[config.mk]
export PLATFORM = sky130hd
export DESIGN_NAME = decimal_token_to_integer
export DESIGN_NICKNAME = d
export VERILOG_FILES = /design/src/design/dtoi_pkg.sv /design/src/design/dtoi_front.sv /design/src/design/dtoi_queue.sv /design/src/design/dtoi_back.sv /design/src/design/decimal_token_to_integer.sv
export VERILOG_INCLUDE_DIRS = /design/src /design/src/design
export SDC_FILE = /design/constraint.sdc
export NUM_CORES = 1
export LEC_CHECK = 0
export ABC_AREA = 1
export BUFFER_PORTS_ARGS = -buffer_cell sky130_fd_sc_hd__buf_2
export CORE_MARGIN = 1
export CORE_UTILIZATION = 56
export CTS_BUF_LIST = sky130_fd_sc_hd__clkbuf_8
export DETAILED_ROUTE_END_ITERATION = 8
export GPL_ROUTABILITY_DRIVEN = 0
export PLACE_DENSITY_LB_ADDON = 0.25
export SLEW_MARGIN = 20
export SYNTH_ARGS = -nofsm -noshare
export SYNTH_HDL_FRONTEND = slang
export SYNTH_HIERARCHICAL = 1
export SYNTH_SLANG_ARGS = --single-unit
[constraint.sdc]
create_clock -name clock -period 11.22 [get_ports clock]
set_input_delay 0.561 -clock clock [delete_from_list [all_inputs] [get_ports clock]]
set_output_delay 0.561 -clock clock [all_outputs]
set_load 0.02 [all_outputs]
[src/design/assert_macros.svh]
// Assertion macros used by the parser back end.
`ifndef ASSERT_MACROS_SVH
`define ASSERT_MACROS_SVH
`ifndef SYNTH
// Property must hold at every rising clock edge outside reset.
`define DTOI_ASSERT(label, clk, rst, prop) \
   label: assert property (@(posedge clk) disable iff (rst) (prop)) \
      else $error("assertion failed");
// Expression must never be true outside reset.
`define DTOI_NEVER(label, clk, rst, expr) \
   label: assert property (@(posedge clk) disable iff (rst) !(expr)) \
      else $error("forbidden condition seen");
`else
`define DTOI_ASSERT(label, clk, rst, prop)
`define DTOI_NEVER(label, clk, rst, expr)
`endif
`endif

[src/design/dtoi_pkg.sv]
// Shared types and constants of the decimal token parser.
package dtoi_pkg;

   localparam int MAX_DIGITS = 24;
   localparam int CNT_W = $clog2(MAX_DIGITS + 1);

   localparam int QUEUE_DEPTH = 2;
   localparam int QPTR_W = (QUEUE_DEPTH > 1) ? $clog2(QUEUE_DEPTH) : 1;
   localparam int QCNT_W = $clog2(QUEUE_DEPTH + 1);

   localparam logic [63:0] TWO_POW_63 = 64'h8000_0000_0000_0000;
   localparam logic [63:0] MUL_LIMIT  = 64'd922337203685477580;

   // Character classes.
   localparam logic [2:0] CLS_BLANK = 3'd0;
   localparam logic [2:0] CLS_EOF   = 3'd1;
   localparam logic [2:0] CLS_PLUS  = 3'd2;
   localparam logic [2:0] CLS_MINUS = 3'd3;
   localparam logic [2:0] CLS_DIGIT = 3'd4;
   localparam logic [2:0] CLS_OTHER = 3'd5;

   // Result status codes.
   localparam logic [2:0] ST_OK      = 3'd0;
   localparam logic [2:0] ST_INVALID = 3'd1;
   localparam logic [2:0] ST_EMPTY   = 3'd2;
   localparam logic [2:0] ST_LONG    = 3'd3;
   localparam logic [2:0] ST_RANGE   = 3'd4;

   typedef struct packed {
      logic [2:0] cls;
      logic [3:0] digit;
   } item_type;

endpackage

[src/design/dtoi_front.sv]
// Front end: classifies each input byte into a token item.
module dtoi_front (
   input  logic [7:0]        req_tdata,
   input  logic              req_tlast,
   output dtoi_pkg::item_type item
);

   logic [7:0] sub_digit;

   assign sub_digit = req_tdata - 8'd48;

   // class of the byte; end of input wins over the byte
   always_comb begin
      item.digit = sub_digit[3:0];
      if (req_tlast) begin
         item.cls = dtoi_pkg::CLS_EOF;
      end else if (req_tdata inside {8'd32, [8'd9:8'd13]}) begin
         item.cls = dtoi_pkg::CLS_BLANK;
      end else if (req_tdata == 8'd43) begin
         item.cls = dtoi_pkg::CLS_PLUS;
      end else if (req_tdata == 8'd45) begin
         item.cls = dtoi_pkg::CLS_MINUS;
      end else if (req_tdata inside {[8'd48:8'd57]}) begin
         item.cls = dtoi_pkg::CLS_DIGIT;
      end else begin
         item.cls = dtoi_pkg::CLS_OTHER;
      end
   end

endmodule

[src/design/dtoi_queue.sv]
// Short queue of classified items between front and back end.
module dtoi_queue (
   input  logic               clock,
   input  logic               reset,
   input  logic               push,
   input  dtoi_pkg::item_type push_item,
   output logic               full,
   input  logic               pop,
   output logic               pop_valid,
   output dtoi_pkg::item_type pop_item
);

   dtoi_pkg::item_type                  slot_ff [dtoi_pkg::QUEUE_DEPTH];
   logic [dtoi_pkg::QPTR_W-1:0]         wr_ptr_ff, wr_ptr_in;
   logic [dtoi_pkg::QPTR_W-1:0]         rd_ptr_ff, rd_ptr_in;
   logic [dtoi_pkg::QCNT_W-1:0]         count_ff, count_in;

   assign full      = (count_ff == dtoi_pkg::QCNT_W'(dtoi_pkg::QUEUE_DEPTH));
   assign pop_valid = (count_ff != '0);
   assign pop_item  = slot_ff[rd_ptr_ff];

   // pointer and fill count update
   always_comb begin
      wr_ptr_in = wr_ptr_ff;
      rd_ptr_in = rd_ptr_ff;
      count_in  = count_ff;
      if (push) begin
         wr_ptr_in = (wr_ptr_ff == dtoi_pkg::QPTR_W'(dtoi_pkg::QUEUE_DEPTH - 1)) ?
                     '0 : wr_ptr_ff + 1'b1;
      end
      if (pop) begin
         rd_ptr_in = (rd_ptr_ff == dtoi_pkg::QPTR_W'(dtoi_pkg::QUEUE_DEPTH - 1)) ?
                     '0 : rd_ptr_ff + 1'b1;
      end
      if (push && !pop) begin
         count_in = count_ff + 1'b1;
      end else if (pop && !push) begin
         count_in = count_ff - 1'b1;
      end
   end

   always_ff @(posedge clock) begin
      if (reset) begin
         wr_ptr_ff <= '0;
         rd_ptr_ff <= '0;
         count_ff  <= '0;
      end else begin
         wr_ptr_ff <= wr_ptr_in;
         rd_ptr_ff <= rd_ptr_in;
         count_ff  <= count_in;
      end
   end

   // payload storage, no reset
   always_ff @(posedge clock) begin
      if (push) begin
         slot_ff[wr_ptr_ff] <= push_item;
      end
   end

endmodule

[src/design/dtoi_back.sv]
// Back end: token state machine, accumulator and result register.
`include "assert_macros.svh"

module dtoi_back (
   input  logic               clock,
   input  logic               reset,
   input  logic               item_valid,
   input  dtoi_pkg::item_type item,
   output logic               item_pop,
   output logic               rsp_tvalid,
   input  logic               rsp_tready,
   output logic [63:0]        rsp_value,
   output logic [2:0]         rsp_status
);

   localparam logic [1:0] PH_IDLE    = 2'd0;
   localparam logic [1:0] PH_TOKEN   = 2'd1;
   localparam logic [1:0] PH_DISCARD = 2'd2;

   logic [1:0]                  phase_ff, phase_in;
   logic                        neg_ff, neg_in;
   logic [dtoi_pkg::CNT_W-1:0]  cnt_ff, cnt_in;
   logic [63:0]                 mag_ff, mag_in;
   logic                        ovf_ff, ovf_in;
   logic                        out_valid_ff, out_valid_in;
   logic [63:0]                 out_value_ff, out_value_in;
   logic [2:0]                  out_status_ff, out_status_in;

   logic                        advance;
   logic                        in_token;
   logic                        tok_neg;
   logic [dtoi_pkg::CNT_W-1:0]  tok_cnt;
   logic [63:0]                 tok_mag;
   logic                        tok_ovf;
   logic [63:0]                 mag_x10;
   logic                        emit;
   logic [63:0]                 emit_value;
   logic [2:0]                  emit_status;

   assign advance  = !out_valid_ff || rsp_tready;
   assign item_pop = item_valid && advance;

   // token state seen by this item: cleared when a token starts
   assign in_token = (phase_ff == PH_TOKEN);
   assign tok_neg  = in_token ? neg_ff : 1'b0;
   assign tok_cnt  = in_token ? cnt_ff : '0;
   assign tok_mag  = in_token ? mag_ff : '0;
   assign tok_ovf  = in_token ? ovf_ff : 1'b0;

   // times ten as two shifted adds, plus the digit
   assign mag_x10 = {tok_mag[60:0], 3'b000} + {tok_mag[62:0], 1'b0}
                    + {60'd0, item.digit};

   // next state and result for one popped item
   always_comb begin
      phase_in    = phase_ff;
      neg_in      = neg_ff;
      cnt_in      = cnt_ff;
      mag_in      = mag_ff;
      ovf_in      = ovf_ff;
      emit        = 1'b0;
      emit_value  = '0;
      emit_status = dtoi_pkg::ST_OK;
      if (item_pop) begin
         if (phase_ff == PH_DISCARD) begin
            if (item.cls == dtoi_pkg::CLS_EOF || item.cls == dtoi_pkg::CLS_BLANK) begin
               phase_in = PH_IDLE;
            end
         end else if (!in_token && item.cls == dtoi_pkg::CLS_EOF) begin
            // end of input while idle
            phase_in    = PH_IDLE;
            neg_in      = 1'b0;
            cnt_in      = '0;
            mag_in      = '0;
            ovf_in      = 1'b0;
            emit        = 1'b1;
            emit_status = dtoi_pkg::ST_EMPTY;
         end else if (!in_token && item.cls == dtoi_pkg::CLS_BLANK) begin
            phase_in = PH_IDLE;
         end else begin
            phase_in = PH_TOKEN;
            neg_in   = tok_neg;
            cnt_in   = tok_cnt;
            mag_in   = tok_mag;
            ovf_in   = tok_ovf;
            if (item.cls == dtoi_pkg::CLS_EOF || item.cls == dtoi_pkg::CLS_BLANK) begin
               // token finished
               emit     = 1'b1;
               phase_in = PH_IDLE;
               neg_in   = 1'b0;
               cnt_in   = '0;
               mag_in   = '0;
               ovf_in   = 1'b0;
               if (tok_cnt == '0) begin
                  emit_status = dtoi_pkg::ST_EMPTY;
               end else if (tok_ovf || (!tok_neg && tok_mag == dtoi_pkg::TWO_POW_63)) begin
                  emit_status = dtoi_pkg::ST_RANGE;
                  emit_value  = tok_neg ? dtoi_pkg::TWO_POW_63
                                        : dtoi_pkg::TWO_POW_63 - 64'd1;
               end else begin
                  emit_value = tok_neg ? (64'd0 - tok_mag) : tok_mag;
               end
            end else if (tok_cnt >= dtoi_pkg::CNT_W'(dtoi_pkg::MAX_DIGITS)) begin
               emit        = 1'b1;
               emit_status = dtoi_pkg::ST_LONG;
               phase_in    = PH_DISCARD;
               neg_in      = 1'b0;
               cnt_in      = '0;
               mag_in      = '0;
               ovf_in      = 1'b0;
            end else begin
               case (item.cls)
                  dtoi_pkg::CLS_PLUS: begin
                  end
                  dtoi_pkg::CLS_MINUS: begin
                     neg_in = !tok_neg;
                  end
                  dtoi_pkg::CLS_DIGIT: begin
                     cnt_in = tok_cnt + 1'b1;
                     if (!tok_ovf) begin
                        if (tok_mag > dtoi_pkg::MUL_LIMIT) begin
                           ovf_in = 1'b1;
                        end else if (mag_x10 > dtoi_pkg::TWO_POW_63) begin
                           ovf_in = 1'b1;
                        end else begin
                           mag_in = mag_x10;
                        end
                     end
                  end
                  default: begin
                     emit        = 1'b1;
                     emit_status = dtoi_pkg::ST_INVALID;
                     phase_in    = PH_DISCARD;
                     neg_in      = 1'b0;
                     cnt_in      = '0;
                     mag_in      = '0;
                     ovf_in      = 1'b0;
                  end
               endcase
            end
         end
      end
   end

   // result register
   always_comb begin
      out_valid_in  = out_valid_ff;
      out_value_in  = out_value_ff;
      out_status_in = out_status_ff;
      if (emit) begin
         out_valid_in  = 1'b1;
         out_value_in  = emit_value;
         out_status_in = emit_status;
      end else if (rsp_tready) begin
         out_valid_in = 1'b0;
      end
   end

   always_ff @(posedge clock) begin
      if (reset) begin
         phase_ff     <= PH_IDLE;
         neg_ff       <= 1'b0;
         cnt_ff       <= '0;
         mag_ff       <= '0;
         ovf_ff       <= 1'b0;
         out_valid_ff <= 1'b0;
      end else begin
         phase_ff     <= phase_in;
         neg_ff       <= neg_in;
         cnt_ff       <= cnt_in;
         mag_ff       <= mag_in;
         ovf_ff       <= ovf_in;
         out_valid_ff <= out_valid_in;
      end
   end

   always_ff @(posedge clock) begin
      out_value_ff  <= out_value_in;
      out_status_ff <= out_status_in;
   end

   assign rsp_tvalid = out_valid_ff;
   assign rsp_value  = out_value_ff;
   assign rsp_status = out_status_ff;

   // checks
   `DTOI_ASSERT(a_cnt_bound, clock, reset, cnt_ff <= dtoi_pkg::CNT_W'(dtoi_pkg::MAX_DIGITS))
   `DTOI_ASSERT(a_mag_bound, clock, reset, mag_ff <= dtoi_pkg::TWO_POW_63)
   `DTOI_ASSERT(a_clear_outside, clock, reset, (phase_ff != PH_TOKEN) |-> (cnt_ff == '0 && !ovf_ff && mag_ff == '0))
   `DTOI_NEVER(a_err_zero, clock, reset, out_valid_ff && (out_status_ff == dtoi_pkg::ST_INVALID || out_status_ff == dtoi_pkg::ST_EMPTY || out_status_ff == dtoi_pkg::ST_LONG) && out_value_ff != '0)
   `DTOI_ASSERT(a_hold_stall, clock, reset, (out_valid_ff && !rsp_tready) |=> (out_valid_ff && $stable(out_value_ff)))

endmodule

[src/design/decimal_token_to_integer.sv]
// Top level: decimal token parser, bytes in, signed 64-bit results out.
// rsp_tvalid rises once the byte that ends a token has passed the queue and the result register.
// Throughput: one byte per cycle while no result is held by rsp_tready low.
// A result held by rsp_tready low lets two bytes queue, then req_tready drops.
// Reset: synchronous, active high; empties the queue and result register and returns
// the parser to idle with a cleared token.
module decimal_token_to_integer (
   input  logic        clock,
   input  logic        reset,
   input  logic        req_tvalid,
   output logic        req_tready,
   input  logic [7:0]  req_tdata,   // [7:0] char_byte
   input  logic        req_tlast,   // end_of_input
   output logic        rsp_tvalid,
   input  logic        rsp_tready,
   output logic [71:0] rsp_tdata    // [63:0] value, [66:64] status, [71:67] zero
);

   dtoi_pkg::item_type front_item;
   dtoi_pkg::item_type back_item;
   logic               q_full;
   logic               q_push;
   logic               q_pop;
   logic               q_valid;
   logic [63:0]        rsp_value;
   logic [2:0]         rsp_status;

   assign req_tready = !q_full;
   assign q_push     = req_tvalid && req_tready;

   dtoi_front u_front (
      .req_tdata (req_tdata),
      .req_tlast (req_tlast),
      .item      (front_item)
   );

   dtoi_queue u_queue (
      .clock     (clock),
      .reset     (reset),
      .push      (q_push),
      .push_item (front_item),
      .full      (q_full),
      .pop       (q_pop),
      .pop_valid (q_valid),
      .pop_item  (back_item)
   );

   dtoi_back u_back (
      .clock      (clock),
      .reset      (reset),
      .item_valid (q_valid),
      .item       (back_item),
      .item_pop   (q_pop),
      .rsp_tvalid (rsp_tvalid),
      .rsp_tready (rsp_tready),
      .rsp_value  (rsp_value),
      .rsp_status (rsp_status)
   );

   assign rsp_tdata = {5'd0, rsp_status, rsp_value};

endmodule
==> metrics, run 1 <==
status completed; clk slew on worst S/H paths 100 ps; Gate power share 33.2%; post-synthesis mux area share 0.4554%; Compound-Gate Fraction of Synth Area 13.72%; Peak supply drop 0.0001264 V; Initial Utilization 56.73%; CP Depth 28; Post-Synth Simple-Gate Area 39.23%; area grow syn2layout 5.819%; CTS sink count 160; clk_skew 14.06 ps; HP Class primary input to flip-flop; final setup fails 0; delay-heaviest family, CP simple AND/OR/NAND/NOR gates; I/O Pins 87; top_reg_cell synth edfxtp_1; All-Layer GR Usage 36.16%; Synth Area in Adders 9.151%; global-route wire length before repair 89.74 mm; worst slew pin tran 996.8 ps; Core ar. 30510 um^2; # fillers 3074; Fin. Hold Viols 0; initial antenna violation count 0; CP Launch Point u_back/phase_ff[0]; global route overflow 0; Post-Syn Area 17310 um^2; Slew Viols, Final 0; power density cells 106.5 nW/um^2; via count 19620; DR WL/cell 16.75 um; Worst path most repeated cell nand2_1; minimum clock period 6558 ps; synthesized instance count 2988; I/O Buffers 81; CP Data Required Time 11620 ps; worst-case clock buffer depth 2; Mapped Avg Cell Area 5.793 um^2; leakage 9.893 nW; Worst-Skew Late Latency 490 ps; WS Path Type flip-flop to flip-flop; Crit path largest cell delay 670 ps; Worst setup endpoint u_back/mag_ff[47]; Die ar. 31620 um^2; Post-CTS Setup Inserts 0; cts-stage hold buffer count 0; largest net degree at the start of global routing 79; largest family of logic cells by synthesized area simple AND/OR/NAND/NOR gates; CTS root buffer clkbuf_8; switching power 0.7801 mW; Setup TNS Final 0 ps; std cell rows 64; # resized after CTS 0; crit path max fanout 71; Layout Utilization 60.04%; CP max stage cell nand3_1; met2 wire length 25.54 mm; final wirelength 57.32 mm; share of cells above drive strength 1 6.543%; nets 3152; Max Fclk 0.1525 GHz; Die H 177.8 um; crit share post-route 58.45%; met3 routed WL 5.114 mm; vias in the first global route 18010; FF+latch count, synth 160; worst r2r dst u_back/mag_ff[47]; n_diodes 0; worst r2r src u_back/phase_ff[0]; sequential element share of the synthesized area 23.19%; RSZ-0062 raised after global routing no; Initial DRC Count 2565; YS warnings 6; crit path buf inv count 5; DRT met1 WL 22.06 mm; Net Sw Frac 39.99%; Distinct cells, synth 51; CTS H-tree depth 4; Post-synth EDFFs 81; R2R cell count 28; Clk pwr share 25.6%; WP data arrival 6960 ps; type of origin of the critical path flip-flop; R2R Setup Slk 4660 ps; vias per inst 5.735; DPL Wire Length 43.63 mm; XOR/XNOR Fraction of Synth Area 1.265%; Die X-Extent 177.8 um; Num CTS Buffers 17; 1st-pass router iterations 7; CTS tree yes; max-cap violation count 0; Crit. End Element flip-flop; post-route ant nets 0; Seq pwr share 41.2%; drt drc 0; Top Layer Used met4; ys async rst share 0%; internal power 1.171 mW; Slew headroom 33.54%
[registers in the layout (all words and copies together), names as in the netlist, named ones only]
name               cells
u_back/cnt_ff          5
u_back/mag_ff         64
u_back/neg_ff          1
u_back/ovf_ff          1
u_back/phase_ff        2
u_back/rsp_status      3
u_back/rsp_tvalid      1
u_back/rsp_value      64
u_queue/count_ff       2
u_queue/rd_ptr_ff      1
u_queue/slot_ff       14
u_queue/wr_ptr_ff      1
[worst min path at each step]
stage,startpoint,end,slack (ps),cells past startpoint
CTS,req_tdata[0],u_queue/slot_ff[0][0],260,1
finish,req_tdata[0],u_queue/slot_ff[0][0],280,1
global placement,u_back/mag_ff[41],u_back/mag_ff[41],450,2
global route,req_tdata[0],u_queue/slot_ff[0][0],270,1
floorplan,u_back/cnt_ff[1],u_back/cnt_ff[1],450,2
detailed placement,u_back/mag_ff[41],u_back/mag_ff[41],460,2
[cell families (layout without fill, tap and decap cells)]
family	count (synthesis)	count (layout)
other	1	5
AND/OR/NAND/NOR	1652	1652
multiplexers	7	7
XOR/XNOR	25	25
AO/OA/AOI/OAI	456	456
buffers and inverters	561	595
flip-flops	160	160
adder cells (fa/ha/maj)	126	126
[placed cells by master (no fill, tap or decap), types with 19 or more instances in the layout]
cell type / netlist / routed
a21oi_1: 240 / 240
buf_2: 20 / 81
dfxtp_1: 79 / 79
edfxtp_1: 81 / 81
ha_1: 125 / 125
inv_1: 451 / 450
nand2_1: 1065 / 1063
nand3_1: 162 / 162
nand4_1: 25 / 25
nor2_1: 291 / 289
nor2_2: 18 / 19
nor3_1: 36 / 36
o21ai_0: 150 / 150
o21ai_1: 24 / 24
xor2_1: 21 / 21
[synth_stat cells, types with 14 or more instances]
cell      instances  area, um^2
buf_4            14       105.1
nor2_2           18       112.6
nand4_1          25       156.4
a21oi_1         240        1201
nand3b_1         17       127.6
o21ai_0         150       750.7
edfxtp_1         81        2432
nand3_1         162       810.8
clkbuf_1         47       176.4
o21ai_1          24       120.1
nand2_1        1065        3998
nor2_1          291        1092
ha_1            125        1564
inv_1           451        1693
buf_2            20       100.1
dfxtp_1          79        1582
nor3_1           36       180.2
xor2_1           21       183.9
[worst register-to-register path, delay by kind of cell (launching register included)]
| kind | cells | cell delay, ps |
|---|---|---|
| AND/OR/NAND/NOR | 17 | 3040 |
| buffers and inverters | 5 | 1380 |
| adder cells (fa/ha/maj) | 2 | 670 |
| AO/OA/AOI/OAI | 4 | 920 |
| flip-flops | 1 | 470 |
[area by class of cell]
cell class / count / area [um^2] / area share (%)
inverters: 465 / 1745 / 9.529
multi-input cells: 2271 / 11080 / 60.50
well taps: 396 / 495.5 / 2.705
clock buffers: 17 / 234.0 / 1.277
clock inverters: 15 / 214.0 / 1.168
repair buffers: 98 / 533.0 / 2.910
flip-flops and latches: 160 / 4014 / 21.91
[power by group through the flow]
stage | Sequential [mW] | Combinational [mW] | Clock, mW
3_5_place_dp | 0.818 | 0.637 | 0
4_1_cts | 0.805 | 0.639 | 0.500
2_1_floorplan | 0.951 | 0.300 | 0
5_1_grt | 0.818 | 0.693 | 0.520
3_3_place_gp | 0.815 | 0.628 | 0
6_report | 0.804 | 0.648 | 0.499
[metal layers]
metal / global-route usage [%] / vias up
li1: - / 9529
met1: 43.11 / 8683
met2: 58.87 / 1111
met3: 4.713 / 301
met4: 28.03 / 0
met5: 0 / -
[through the flow]
step                      std cells  area (um^2)  setup WS [ps]  hold WS [ps]  total power, mW
after floorplan                2992        17320           7252         445.3            1.251
after global placement         3390        17870           5103         451.9            1.444
after detailed placement       3390        17870           5049         455.3            1.455
after CTS                      3422        18320           5004         262.5            1.945
after global routing           3422        18320           4222         270.4            2.031
final                          3422        18320           4662         281.3            1.951
Note: power is estimated with default switching activity, not from simulation.
==> run 2, diff against run 1 <==
- ABC_AREA: 1 -> 0
- clock period: 11.22 -> 6.1 ns (I/O delays scaled with it)
==> run 2 against run 1 <==
Against the previous run:
- worst hold slack worse by 170 ps
- count of clock-buffer cells in the layout unchanged
- critical path depth is 9 lower
- final cell count shrank 36%
- worst setup slack got worse by 4400 ps
- largest power group unchanged
- critical path type unchanged
==> metrics, run 2 <==
top-area cell type share of the netlist area 16.66%; Die X-Extent 163.5 um; largest net degree at the start of global routing 69; global route overflow 0; HP Class primary input to flip-flop; final wirelength 46.41 mm; I/O Buffers 81; final setup fails 0; worst r2r src u_back/phase_ff[1]; FF+latch count, synth 160; CTS sink count 160; type of origin of the critical path flip-flop; Fin. Hold Viols 0; Num CTS Buffers 17; vias per inst 6.759; Max Fclk 0.1727 GHz; Non-Filler Instances 2201; commonest non-fill, non-tap cell in the layout a21oi_1; top post-synthesis cells by count a21oi_1, nand2_1, nor2_1; CP Data Required Time 6440 ps; most frequent cell after synthesis a21oi_1; global-route wire length before repair 71.89 mm; minimum clock period 5791 ps; WS Path Type flip-flop to flip-flop; crit path max fanout 50; Setup TNS Final 0 ps; crit share post-route 94.93%; Die ar. 26730 um^2; std cell rows 58; ys async rst share 0%; worst-case clock buffer depth 2; Distinct cells, synth 98; R2R Setup Slk 310 ps; Core ar. 25400 um^2; DR WL/cell 21.09 um; area grow syn2layout 6.478%; CTS tree yes; top_reg_cell synth edfxtp_1; vias in the first global route 13340; clk_skew 12.30 ps; synthesized instance count 1843; Peak supply drop 0.0002373 V; worst slew pin tran 1070 ps; 1st-pass router iterations 6; Initial DRC Count 1675; All-Layer GR Usage 34.09%; max-cap violation count 0; RSZ-0062 raised after global routing no; Hold Path Origin req_tdata[0]; sequential element share of the synthesized area 27.49%; Slew headroom 28.67%; Post-synth EDFFs 81; Mapped Avg Cell Area 7.923 um^2; Worst path most repeated cell ha_1; Synth area leader edfxtp_1; power density cells 225.7 nW/um^2; top post-synthesis cells by area edfxtp_1, dfxtp_1, ha_1; drt drc 0; CTS H-tree depth 4; n_diodes 0; YS warnings 6; Crit. End Element flip-flop; Initial Utilization 57.49%; Post-Syn Area 14600 um^2; initial antenna violation count 0; Crit path largest cell delay 540 ps; leakage 6.331 nW; DPL Wire Length 35.36 mm; Die H 163.5 um; post-route ant nets 0; via count 14880; WP data arrival 6130 ps; Worst-Skew Late Latency 470 ps; most frequent cells in the layout a21oi_1, nand2_1, nor2_1, o21ai_0, ha_1; Slew Viols, Final 0; status completed; cts-stage hold buffer count 0; I/O Pins 87; share of cells above drive strength 1 11.92%; CP max stage cell o32ai_2; placed cell count 2167; critical path, cell by cell nor2b_4, buf_12, and2_1, ha_1, ha_1, a21oi_1, o21ai_0, a211oi_1, nor2_1, o32ai_2, nor3_1, or3_1, a221oi_2, nand4_2, o21ai_2, buf_4, and4_2, inv_2, o32ai_1; CTS root buffer clkbuf_8; CP Launch Point u_back/phase_ff[1]; nets 1997; clk slew on worst S/H paths 90 ps
-- run 2: logic make-up after synthesis --
family,share of synthesized area [%]
AO/OA/AOI/OAI,27.78
XOR/XNOR,4.138
adder cells (fa/ha/maj),10.85
buffers and inverters,4.670
flip-flops,27.49
multiplexers,1.328
other,0.02568
AND/OR/NAND/NOR,23.73
-- run 2: layout make-up --
cell class,instances,area [um^2]
clock buffers,17,234.0
clock inverters,15,103.9
fillers,2246,9851
inverters,27,101.3
multi-input cells,1539,9960
flip-flops and latches,160,4016
well taps,330,412.9
repair buffers,113,720.7
-- run 2: metal layers --
metal | GRT usage, % | up-vias | wire, um
li1 | - | 6925 | -
met1 | 44.06 | 6921 | 18580
met2 | 56.22 | 876 | 21660
met3 | 5.028 | 154 | 4208
met4 | 14.98 | 0 | 1961
met5 | 0 | - | 0
-- run 2: worst paths after layout --
| check | to | cells past startpoint |
|---|---|---|
| hold reg to reg | u_queue/count_ff[1] | 2 |
| setup / recovery | u_back/mag_ff[43] | 19 |
| setup reg to reg | u_back/mag_ff[43] | 19 |
| hold / removal | u_queue/slot_ff[1][0] | 1 |
-- run 2: critical path, delay by kind of cell (launching register included) --
family	cells	cell delay, ps
buffers and inverters	3	520
and+or+nand+nor	7	1760
adders and majority gates	2	660
DFF	1	460
AOI/OAI and AO/OA	7	2260
-- run 2: stage by stage --
stage                     total power, mW  setup slack [ps]  cell area [um^2]  utilization (%)  hold slack (ps)
final                               3.509             309.2             15550            61.22            110.5
after global routing                3.646             20.66             15550            61.22            101.0
after floorplan                     2.353             22.73             14620                -            374.1
after global placement              2.736             502.0             15190            59.80            488.8
after detailed placement            2.771             400.4             15190            59.80            497.7
after CTS                           3.481             372.9             15530            61.13            83.74
-- run 2: power breakdown --
part           internal, mW  switching [mW]
logic                 0.352           0.929
clock network         0.286           0.435
registers              1.42          0.0867
-- run 2: what timing repair did --
item	in CTS	in global routing
setup buffers	0	0
endpoints found under the setup margin	0	55
gates resized for setup	0	1
